$ cat src/design/circular_queue_with_search_defines.svh
// Assertion macros shared by the circular queue with search.
// Included by the top level; relies on clk_i and rst_ni in the including scope.
`ifndef CIRCULAR_QUEUE_WITH_SEARCH_DEFINES_SVH
`define CIRCULAR_QUEUE_WITH_SEARCH_DEFINES_SVH

// Same-cycle implication, checked outside reset.
`define CQS_ASSERT_NOW(lbl, ante, cons, msg) \
  lbl: assert property (@(posedge clk_i) disable iff (!rst_ni) (ante) |-> (cons)) \
    else $error(msg);

// Next-cycle implication, checked outside reset.
`define CQS_ASSERT_NEXT(lbl, ante, cons, msg) \
  lbl: assert property (@(posedge clk_i) disable iff (!rst_ni) (ante) |=> (cons)) \
    else $error(msg);

`endif

$ cat src/design/cqs_pkg.sv
// Package for the circular queue with search: sizes, codes, payload types
// and slot arithmetic. Used by the top level.
`timescale 1ns / 1ps

package cqs_pkg;

  localparam int unsigned DEPTH = 8;
  localparam int unsigned AW    = (DEPTH > 1) ? $clog2(DEPTH) : 1;
  localparam int unsigned CW    = $clog2(DEPTH + 1);
  localparam int unsigned DW    = 32;

  localparam logic [1:0] REQ_ENQ  = 2'd0;
  localparam logic [1:0] REQ_DEQ  = 2'd1;
  localparam logic [1:0] REQ_SRCH = 2'd2;

  localparam logic [1:0] ST_OK       = 2'd0;
  localparam logic [1:0] ST_FULL     = 2'd1;
  localparam logic [1:0] ST_EMPTY    = 2'd2;
  localparam logic [1:0] ST_NOTFOUND = 2'd3;

  typedef struct packed {
    logic [1:0]        req_type;
    logic signed [31:0] value;
  } req_t;

  typedef struct packed {
    logic [1:0]         status;
    logic signed [31:0] data_out;
    logic [2:0]         slot_found;
  } res_t;

  // Slot that lies off places after base, wrapped into the ring.
  function automatic logic [AW-1:0] wrap_add(logic [AW-1:0] base, logic [CW-1:0] off);
    logic [CW:0] sum;
    sum = (CW+1)'(base) + (CW+1)'(off);
    if (sum >= (CW+1)'(DEPTH)) begin
      sum = sum - (CW+1)'(DEPTH);
    end
    return sum[AW-1:0];
  endfunction

  // The reported slot keeps only the low three bits of the slot index.
  function automatic logic [2:0] slot_out(logic [AW-1:0] s);
    logic [AW+2:0] ext;
    ext = (AW+3)'(s);
    return ext[2:0];
  endfunction

endpackage

$ cat src/design/cqs_ram.sv
// Simple dual-port RAM with one write port and one registered read port.
// Holds the queue entries; no reset on the storage.
`timescale 1ns / 1ps

module cqs_ram #(
  parameter int unsigned WIDTH = 32,
  parameter int unsigned DEPTH = 8,
  parameter int unsigned AW    = (DEPTH > 1) ? $clog2(DEPTH) : 1
) (
  input  logic             clk_i,
  input  logic             we_i,
  input  logic [AW-1:0]    waddr_i,
  input  logic [WIDTH-1:0] wdata_i,
  input  logic             re_i,
  input  logic [AW-1:0]    raddr_i,
  output logic [WIDTH-1:0] rdata_o
);

  logic [WIDTH-1:0] mem_q [DEPTH];
  logic [WIDTH-1:0] rdata_q;

  always_ff @(posedge clk_i) begin
    if (we_i) begin
      mem_q[waddr_i] <= wdata_i;
    end
  end

  // Read data holds while no read is enabled.
  always_ff @(posedge clk_i) begin
    if (re_i) begin
      rdata_q <= mem_q[raddr_i];
    end
  end

  assign rdata_o = rdata_q;

endmodule

$ cat src/design/circular_queue_with_search.sv
// Circular queue with search. Enqueue and error results are registered and
// appear in the cycle after the request is taken; a dequeue does one RAM read
// and then waits in S_DEQ for the output register. A search reads one entry per
// cycle from the RAM port, oldest first, until the match or the newest entry.
// One request at a time: the next request is taken the cycle after its result
// is loaded, unless stalled. Reset clears state, head, occupancy, scan index and
// the output valid flag; entries are not cleared and are only read once written.
`timescale 1ns / 1ps

module circular_queue_with_search (
  input  logic          clk_i,
  input  logic          rst_ni,
  input  logic          in_valid_i,
  output logic          in_stall_o,
  input  cqs_pkg::req_t in_req_i,
  output logic          out_valid_o,
  input  logic          out_stall_i,
  output cqs_pkg::res_t out_res_o
);

  `include "circular_queue_with_search_defines.svh"

  typedef enum logic [1:0] {
    S_IDLE,
    S_DEQ,
    S_SEARCH
  } state_e;

  state_e                    state_q, state_d;
  logic [cqs_pkg::AW-1:0]    head_q, head_d;
  logic [cqs_pkg::CW-1:0]    occ_q, occ_d;
  logic [cqs_pkg::AW-1:0]    cmp_q, cmp_d;
  logic [cqs_pkg::DW-1:0]    key_q, key_d;
  logic                      out_valid_q, out_valid_d;
  cqs_pkg::res_t             out_res_q, out_res_d;

  logic                      we;
  logic [cqs_pkg::AW-1:0]    waddr;
  logic                      re;
  logic [cqs_pkg::AW-1:0]    raddr;
  logic [cqs_pkg::DW-1:0]    rdata;

  logic                      out_free;
  logic                      in_acc;
  logic                      hit;
  logic                      last;
  logic [cqs_pkg::CW-1:0]    scan_pos;
  logic [cqs_pkg::CW-1:0]    occ_inc;
  logic                      enq_take;

  cqs_ram #(
    .WIDTH(cqs_pkg::DW),
    .DEPTH(cqs_pkg::DEPTH)
  ) u_ram (
    .clk_i  (clk_i),
    .we_i   (we),
    .waddr_i(waddr),
    .wdata_i(in_req_i.value),
    .re_i   (re),
    .raddr_i(raddr),
    .rdata_o(rdata)
  );

  // The output register can take a result when it is empty or being drained.
  assign out_free   = !out_valid_q || !out_stall_i;
  assign in_stall_o = (state_q != S_IDLE) || !out_free;
  assign in_acc     = in_valid_i && !in_stall_o;

  assign scan_pos = cqs_pkg::CW'(cmp_q);
  assign occ_inc  = occ_q + cqs_pkg::CW'(1);
  assign enq_take = in_acc && (in_req_i.req_type == cqs_pkg::REQ_ENQ)
                  && (occ_q != cqs_pkg::CW'(cqs_pkg::DEPTH));

  assign hit  = (rdata == key_q);
  assign last = ((scan_pos + cqs_pkg::CW'(1)) == occ_q);

  always_comb begin
    state_d     = state_q;
    head_d      = head_q;
    occ_d       = occ_q;
    cmp_d       = cmp_q;
    key_d       = key_q;
    out_valid_d = out_valid_q && out_stall_i;
    out_res_d   = out_res_q;
    we          = 1'b0;
    waddr       = cqs_pkg::wrap_add(head_q, occ_q);
    re          = 1'b0;
    raddr       = head_q;

    unique case (state_q)
      S_IDLE: begin
        if (in_acc) begin
          out_res_d = '{status: cqs_pkg::ST_OK, data_out: '0, slot_found: '0};
          unique case (in_req_i.req_type)
            cqs_pkg::REQ_ENQ: begin
              out_valid_d = 1'b1;
              if (occ_q == cqs_pkg::CW'(cqs_pkg::DEPTH)) begin
                out_res_d.status = cqs_pkg::ST_FULL;
              end else begin
                we    = 1'b1;
                occ_d = occ_q + cqs_pkg::CW'(1);
              end
            end
            cqs_pkg::REQ_DEQ: begin
              if (occ_q == '0) begin
                out_valid_d      = 1'b1;
                out_res_d.status = cqs_pkg::ST_EMPTY;
              end else begin
                re      = 1'b1;
                occ_d   = occ_q - cqs_pkg::CW'(1);
                head_d  = (occ_q == cqs_pkg::CW'(1)) ? '0
                        : cqs_pkg::wrap_add(head_q, cqs_pkg::CW'(1));
                state_d = S_DEQ;
              end
            end
            cqs_pkg::REQ_SRCH: begin
              if (occ_q == '0) begin
                out_valid_d      = 1'b1;
                out_res_d.status = cqs_pkg::ST_EMPTY;
              end else begin
                re      = 1'b1;
                key_d   = in_req_i.value;
                cmp_d   = '0;
                state_d = S_SEARCH;
              end
            end
            default: begin
              out_valid_d = 1'b1;
            end
          endcase
        end
      end

      S_DEQ: begin
        if (out_free) begin
          out_valid_d = 1'b1;
          out_res_d   = '{status: cqs_pkg::ST_OK, data_out: $signed(rdata), slot_found: '0};
          state_d     = S_IDLE;
        end
      end

      S_SEARCH: begin
        // rdata holds entry cmp_q; the read of the next entry is issued while it is checked.
        if (hit || last) begin
          if (out_free) begin
            out_valid_d = 1'b1;
            out_res_d   = '{status: hit ? cqs_pkg::ST_OK : cqs_pkg::ST_NOTFOUND,
                            data_out: '0,
                            slot_found: hit ? cqs_pkg::slot_out(
                              cqs_pkg::wrap_add(head_q, cqs_pkg::CW'(cmp_q))) : 3'd0};
            state_d     = S_IDLE;
          end
        end else begin
          re    = 1'b1;
          raddr = cqs_pkg::wrap_add(head_q, cqs_pkg::CW'(cmp_q) + cqs_pkg::CW'(1));
          cmp_d = cmp_q + cqs_pkg::AW'(1);
        end
      end

      default: begin
        state_d = S_IDLE;
      end
    endcase
  end

  always_ff @(posedge clk_i or negedge rst_ni) begin
    if (!rst_ni) begin
      state_q     <= S_IDLE;
      head_q      <= '0;
      occ_q       <= '0;
      cmp_q       <= '0;
      out_valid_q <= 1'b0;
    end else begin
      state_q     <= state_d;
      head_q      <= head_d;
      occ_q       <= occ_d;
      cmp_q       <= cmp_d;
      out_valid_q <= out_valid_d;
    end
  end

  always_ff @(posedge clk_i) begin
    key_q     <= key_d;
    out_res_q <= out_res_d;
  end

  assign out_valid_o = out_valid_q;
  assign out_res_o   = out_res_q;

  `CQS_ASSERT_NOW(a_occ_bound, 1'b1, occ_q <= cqs_pkg::CW'(cqs_pkg::DEPTH), "queue overfilled")
  `CQS_ASSERT_NOW(a_scan_range, state_q == S_SEARCH, scan_pos < occ_q, "scan past newest entry")
  `CQS_ASSERT_NOW(a_take_idle, !in_stall_o, state_q == S_IDLE, "request taken while busy")
  `CQS_ASSERT_NEXT(a_enq_grow, enq_take, occ_q == $past(occ_inc), "enqueue did not grow queue")

endmodule
$ cat config.mk
export PLATFORM = sky130hd
export DESIGN_NAME = circular_queue_with_search
export DESIGN_NICKNAME = d
export VERILOG_FILES = /design/src/design/cqs_pkg.sv /design/src/design/cqs_ram.sv /design/src/design/circular_queue_with_search.sv
export VERILOG_INCLUDE_DIRS = /design/src /design/src/design
export SDC_FILE = /design/constraint.sdc
export NUM_CORES = 1
export LEC_CHECK = 0
export BUFFER_PORTS_ARGS = -buffer_cell sky130_fd_sc_hd__buf_2
export CORE_MARGIN = 2
export CORE_UTILIZATION = 45
export CTS_CLUSTER_SIZE = 24
export DETAILED_ROUTE_END_ITERATION = 16
export GPL_TIMING_DRIVEN = 0
export PLACE_DENSITY = 0.71
export SYNTH_ARGS = -nofsm -noshare
export SYNTH_HDL_FRONTEND = slang
export SYNTH_SLANG_ARGS = --single-unit
$ cat constraint.sdc
create_clock -name clk_i -period 5.75 [get_ports clk_i]
set_input_delay 1.15 -clock clk_i [delete_from_list [all_inputs] [get_ports clk_i]]
set_output_delay 1.15 -clock clk_i [all_outputs]
set_load 0.02 [all_outputs]
==> flow_summary.toml <==
[synthesis]
synth_area_leaders = "edfxtp_1, nand2_1, a21oi_1"
synth_area_leader_cell = "edfxtp_1"
ys_types = 41
yosysWarnings = 0
yosysSeqAreaShare_pct = 74.6
syn-cell-area_sq_mm = 0.0148
syn_nets = 1024
synth_flop_cell = "edfxtp_1"
synth.most_common_cell = "edfxtp_1"
synth_common_cells = "edfxtp_1, nand2_1, a21oi_1"
syn_avg_cell_area_sq_um = 15.3
netlist.area_leader.share_pct = 72.4
syn_inst = 967
synthArstFlopShare_pct = 3.51
synth_edf_count = 357
ys_seq_elements = 370

[floorplanning]
core_sq_mm = 0.0325
die_h_microns = 185
rows = 66
start_util_pct = 45.6
die_x_microns = 185
ios = 77
fp.dieArea_sq_mm = 0.0344

[route]
drt_pass1_iterations = 5
wire_per_inst_microns = 23.1
vias = 8732
drtAntennaViolNets = 0
dr_wl_met2_microns = 17300
top_layer_used = "met5"
post_drt_via_cell_ratio = 5.57
dr_wl_met3_microns = 3160
drt_iter0_drc = 1019
wl_microns = 36200
wl_met1_microns = 14700
drc = 0

[timing]
fin_tns_setup_ns = 0
rsz0062_at_grt = "no"
period_share_pct = 64.6
finalSetupViolations = 0
drv_slew = 0
fin_skew_ns = 0.0133
period_minus_slack_ns = 3.72
max_slew_margin_pct = 37.0
hold_viol = 0
fmax_mhz = 269
tightest_slew_ns = 0.944

[global_route]
grt_remaining_overflow = 0
grt_pass1_vias = 8736
grt_antenna_before_repair = 2
grtUsageTotal_pct = 21.2
grt_max_degree = 34
grt_pass1_wl_microns = 53200

[power]
p_leak_uw = 0.00605
power_uw = 9280
p_per_area_mw_per_mm2 = 538
peakVddDrop_v = 0.000299

[clock_tree]
cts_tree = "built"
ctsHoldBuffers = 0
cts_sinks = 370
clk_pin_slew_ns = 0.06
cts_buffers = 38
post-cts-setup-buffers = 0
cts_max_path_buffers = 3
clock_insertion_delay_worst_skew_ns = 0.52
cts_repair_resize_count = 0
cts_root_buf = "clkbuf_16"
cts_max_level = 2

[finish]
final_cell_area_sq_mm = 0.0173
fin_util_pct = 53.2
syn_to_final_growth_pct = 16.5
layout.nets = 1156
diodes = 0
drive_above_1_share_pct = 19.4

[placed_design]
placed_area_sq_mm = 0.0161
hpwlAfterDp_microns = 23600
place_congestion = 0.812
port_buffers = 76

[critical_path]
crit_fanout = 10
worstPathRequired_ns = 6.02
reg2reg_to = "u_ram.rdata_o[11]"
cp-end-kind = "register"
crit_chain = "xor2_1 > nor4_1 > nand4_1 > o211ai_2 > buf_6 > nand3b_1 > o21ai_1 > clkbuf_1 > a32o_1 > a211oi_2"
rrSetupSlack_ns = 2.03
reg2reg_from = "u_ram.rdata_o[14]"
crit_path_start_kind = "register"
critical_path_buf_inv_count = 2
path_delay_family = "compound AO/OA/AOI/OAI gates"
slowest_delay_ns = 0.65
slowest_stage = "clkbuf_1"
reg2reg_depth = 10
arrival_ns = 3.98
crit_type = "reg2reg"

[min_path]
hold_path_class = "in2async"

[outcome]
outcome = "finished clean"

[flow_run]
max_cap_violations = 0
## state kept, by name, indices dropped and copies added (netlist names)
signal,count
u_ram.mem_q,256
head_q,3
out_valid_o,1
u_ram.rdata_o,32
state_q,2
occ_q,4
out_res_o,37
key_q,32
cmp_q,3
## worst register-to-register path, stage by stage (launching register included)
cell      delay [ns]
edfxtp_1        0.39
xor2_1          0.20
nor4_1          0.55
nand4_1         0.36
o211ai_2        0.31
buf_6           0.19
nand3b_1        0.10
o21ai_1         0.33
clkbuf_1        0.65
a32o_1          0.34
a211oi_2        0.05
## placed cells by master (no fill, tap or decap), types with 7 or more instances in the layout
| cell | n |
|---|---|
| buf_2 | 94 |
| nor2_1 | 12 |
| a21oi_1 | 101 |
| nand2_1 | 148 |
| inv_1 | 11 |
| edfxtp_1 | 357 |
| clkbuf_16 | 39 |
| clkbuf_1 | 36 |
| a32o_1 | 32 |
| xor2_1 | 37 |
| buf_6 | 13 |
| nor4_1 | 9 |
| ha_1 | 16 |
| and3_1 | 33 |
| a21o_1 | 33 |
| a211oi_2 | 32 |
| nand3_1 | 7 |
| dfrtp_1 | 13 |
| xnor2_1 | 9 |
| o21ai_0 | 14 |
## per-layer routing
layer  track usage [%]  vias up
met5                 0        -
met4              6.76        4
met3              4.31       70
met2              34.3      401
met1              29.0     4324
li1                  -     3933
## final cells by class
type	count	area, sq um
multi-input cells	534	3520
repair buffers	92	659
fillers	2627	15200
plain buffers	51	282
clock inverters	13	118
clock buffers	54	1030
inverters	12	45.0
flip-flops and latches	370	11000
well taps	442	553
## stage by stage
step | std cells | worst slack, ns | hold slack, ns
floorplan | 967 | 0.921 | 0.506
global placement | 1485 | -1.49 | 0.542
detailed placement | 1501 | 1.98 | 0.571
CTS | 1568 | 2.09 | 0.541
global route | 1568 | 1.78 | 0.560
finish | 1568 | 2.03 | 0.527
## how the worst max path moves through the flow
stage	depth (start not counted)	startpoint	to
after floorplan	5	in_req_i[32]	u_ram.mem_q[0][0]
after global placement	5	out_stall_i	u_ram.mem_q[0][17]
after CTS	10	u_ram.rdata_o[14]	u_ram.rdata_o[10]
after global routing	10	u_ram.rdata_o[14]	u_ram.rdata_o[27]
final	10	u_ram.rdata_o[14]	u_ram.rdata_o[11]
after detailed placement	7	out_stall_i	u_ram.mem_q[0][15]
## kinds of logic after synthesis
kind of cell | after synthesis | synth area share (%)
AND/OR/NAND/NOR | 241 | 7.32
flip-flops | 370 | 74.6
AO/OA/AOI/OAI | 223 | 11.0
adder cells (fa/ha/maj) | 19 | 1.76
buffers and inverters | 63 | 2.20
XOR/XNOR | 46 | 2.72
multiplexers | 5 | 0.389
## report_power, final
part	internal, uW	switching [uW]	total (uW)
sequential	3490	164	3650
combinational	1070	2230	3300
clock	1340	982	2320
total	5900	3370	9280
Note: power is estimated with default switching activity, not from simulation.
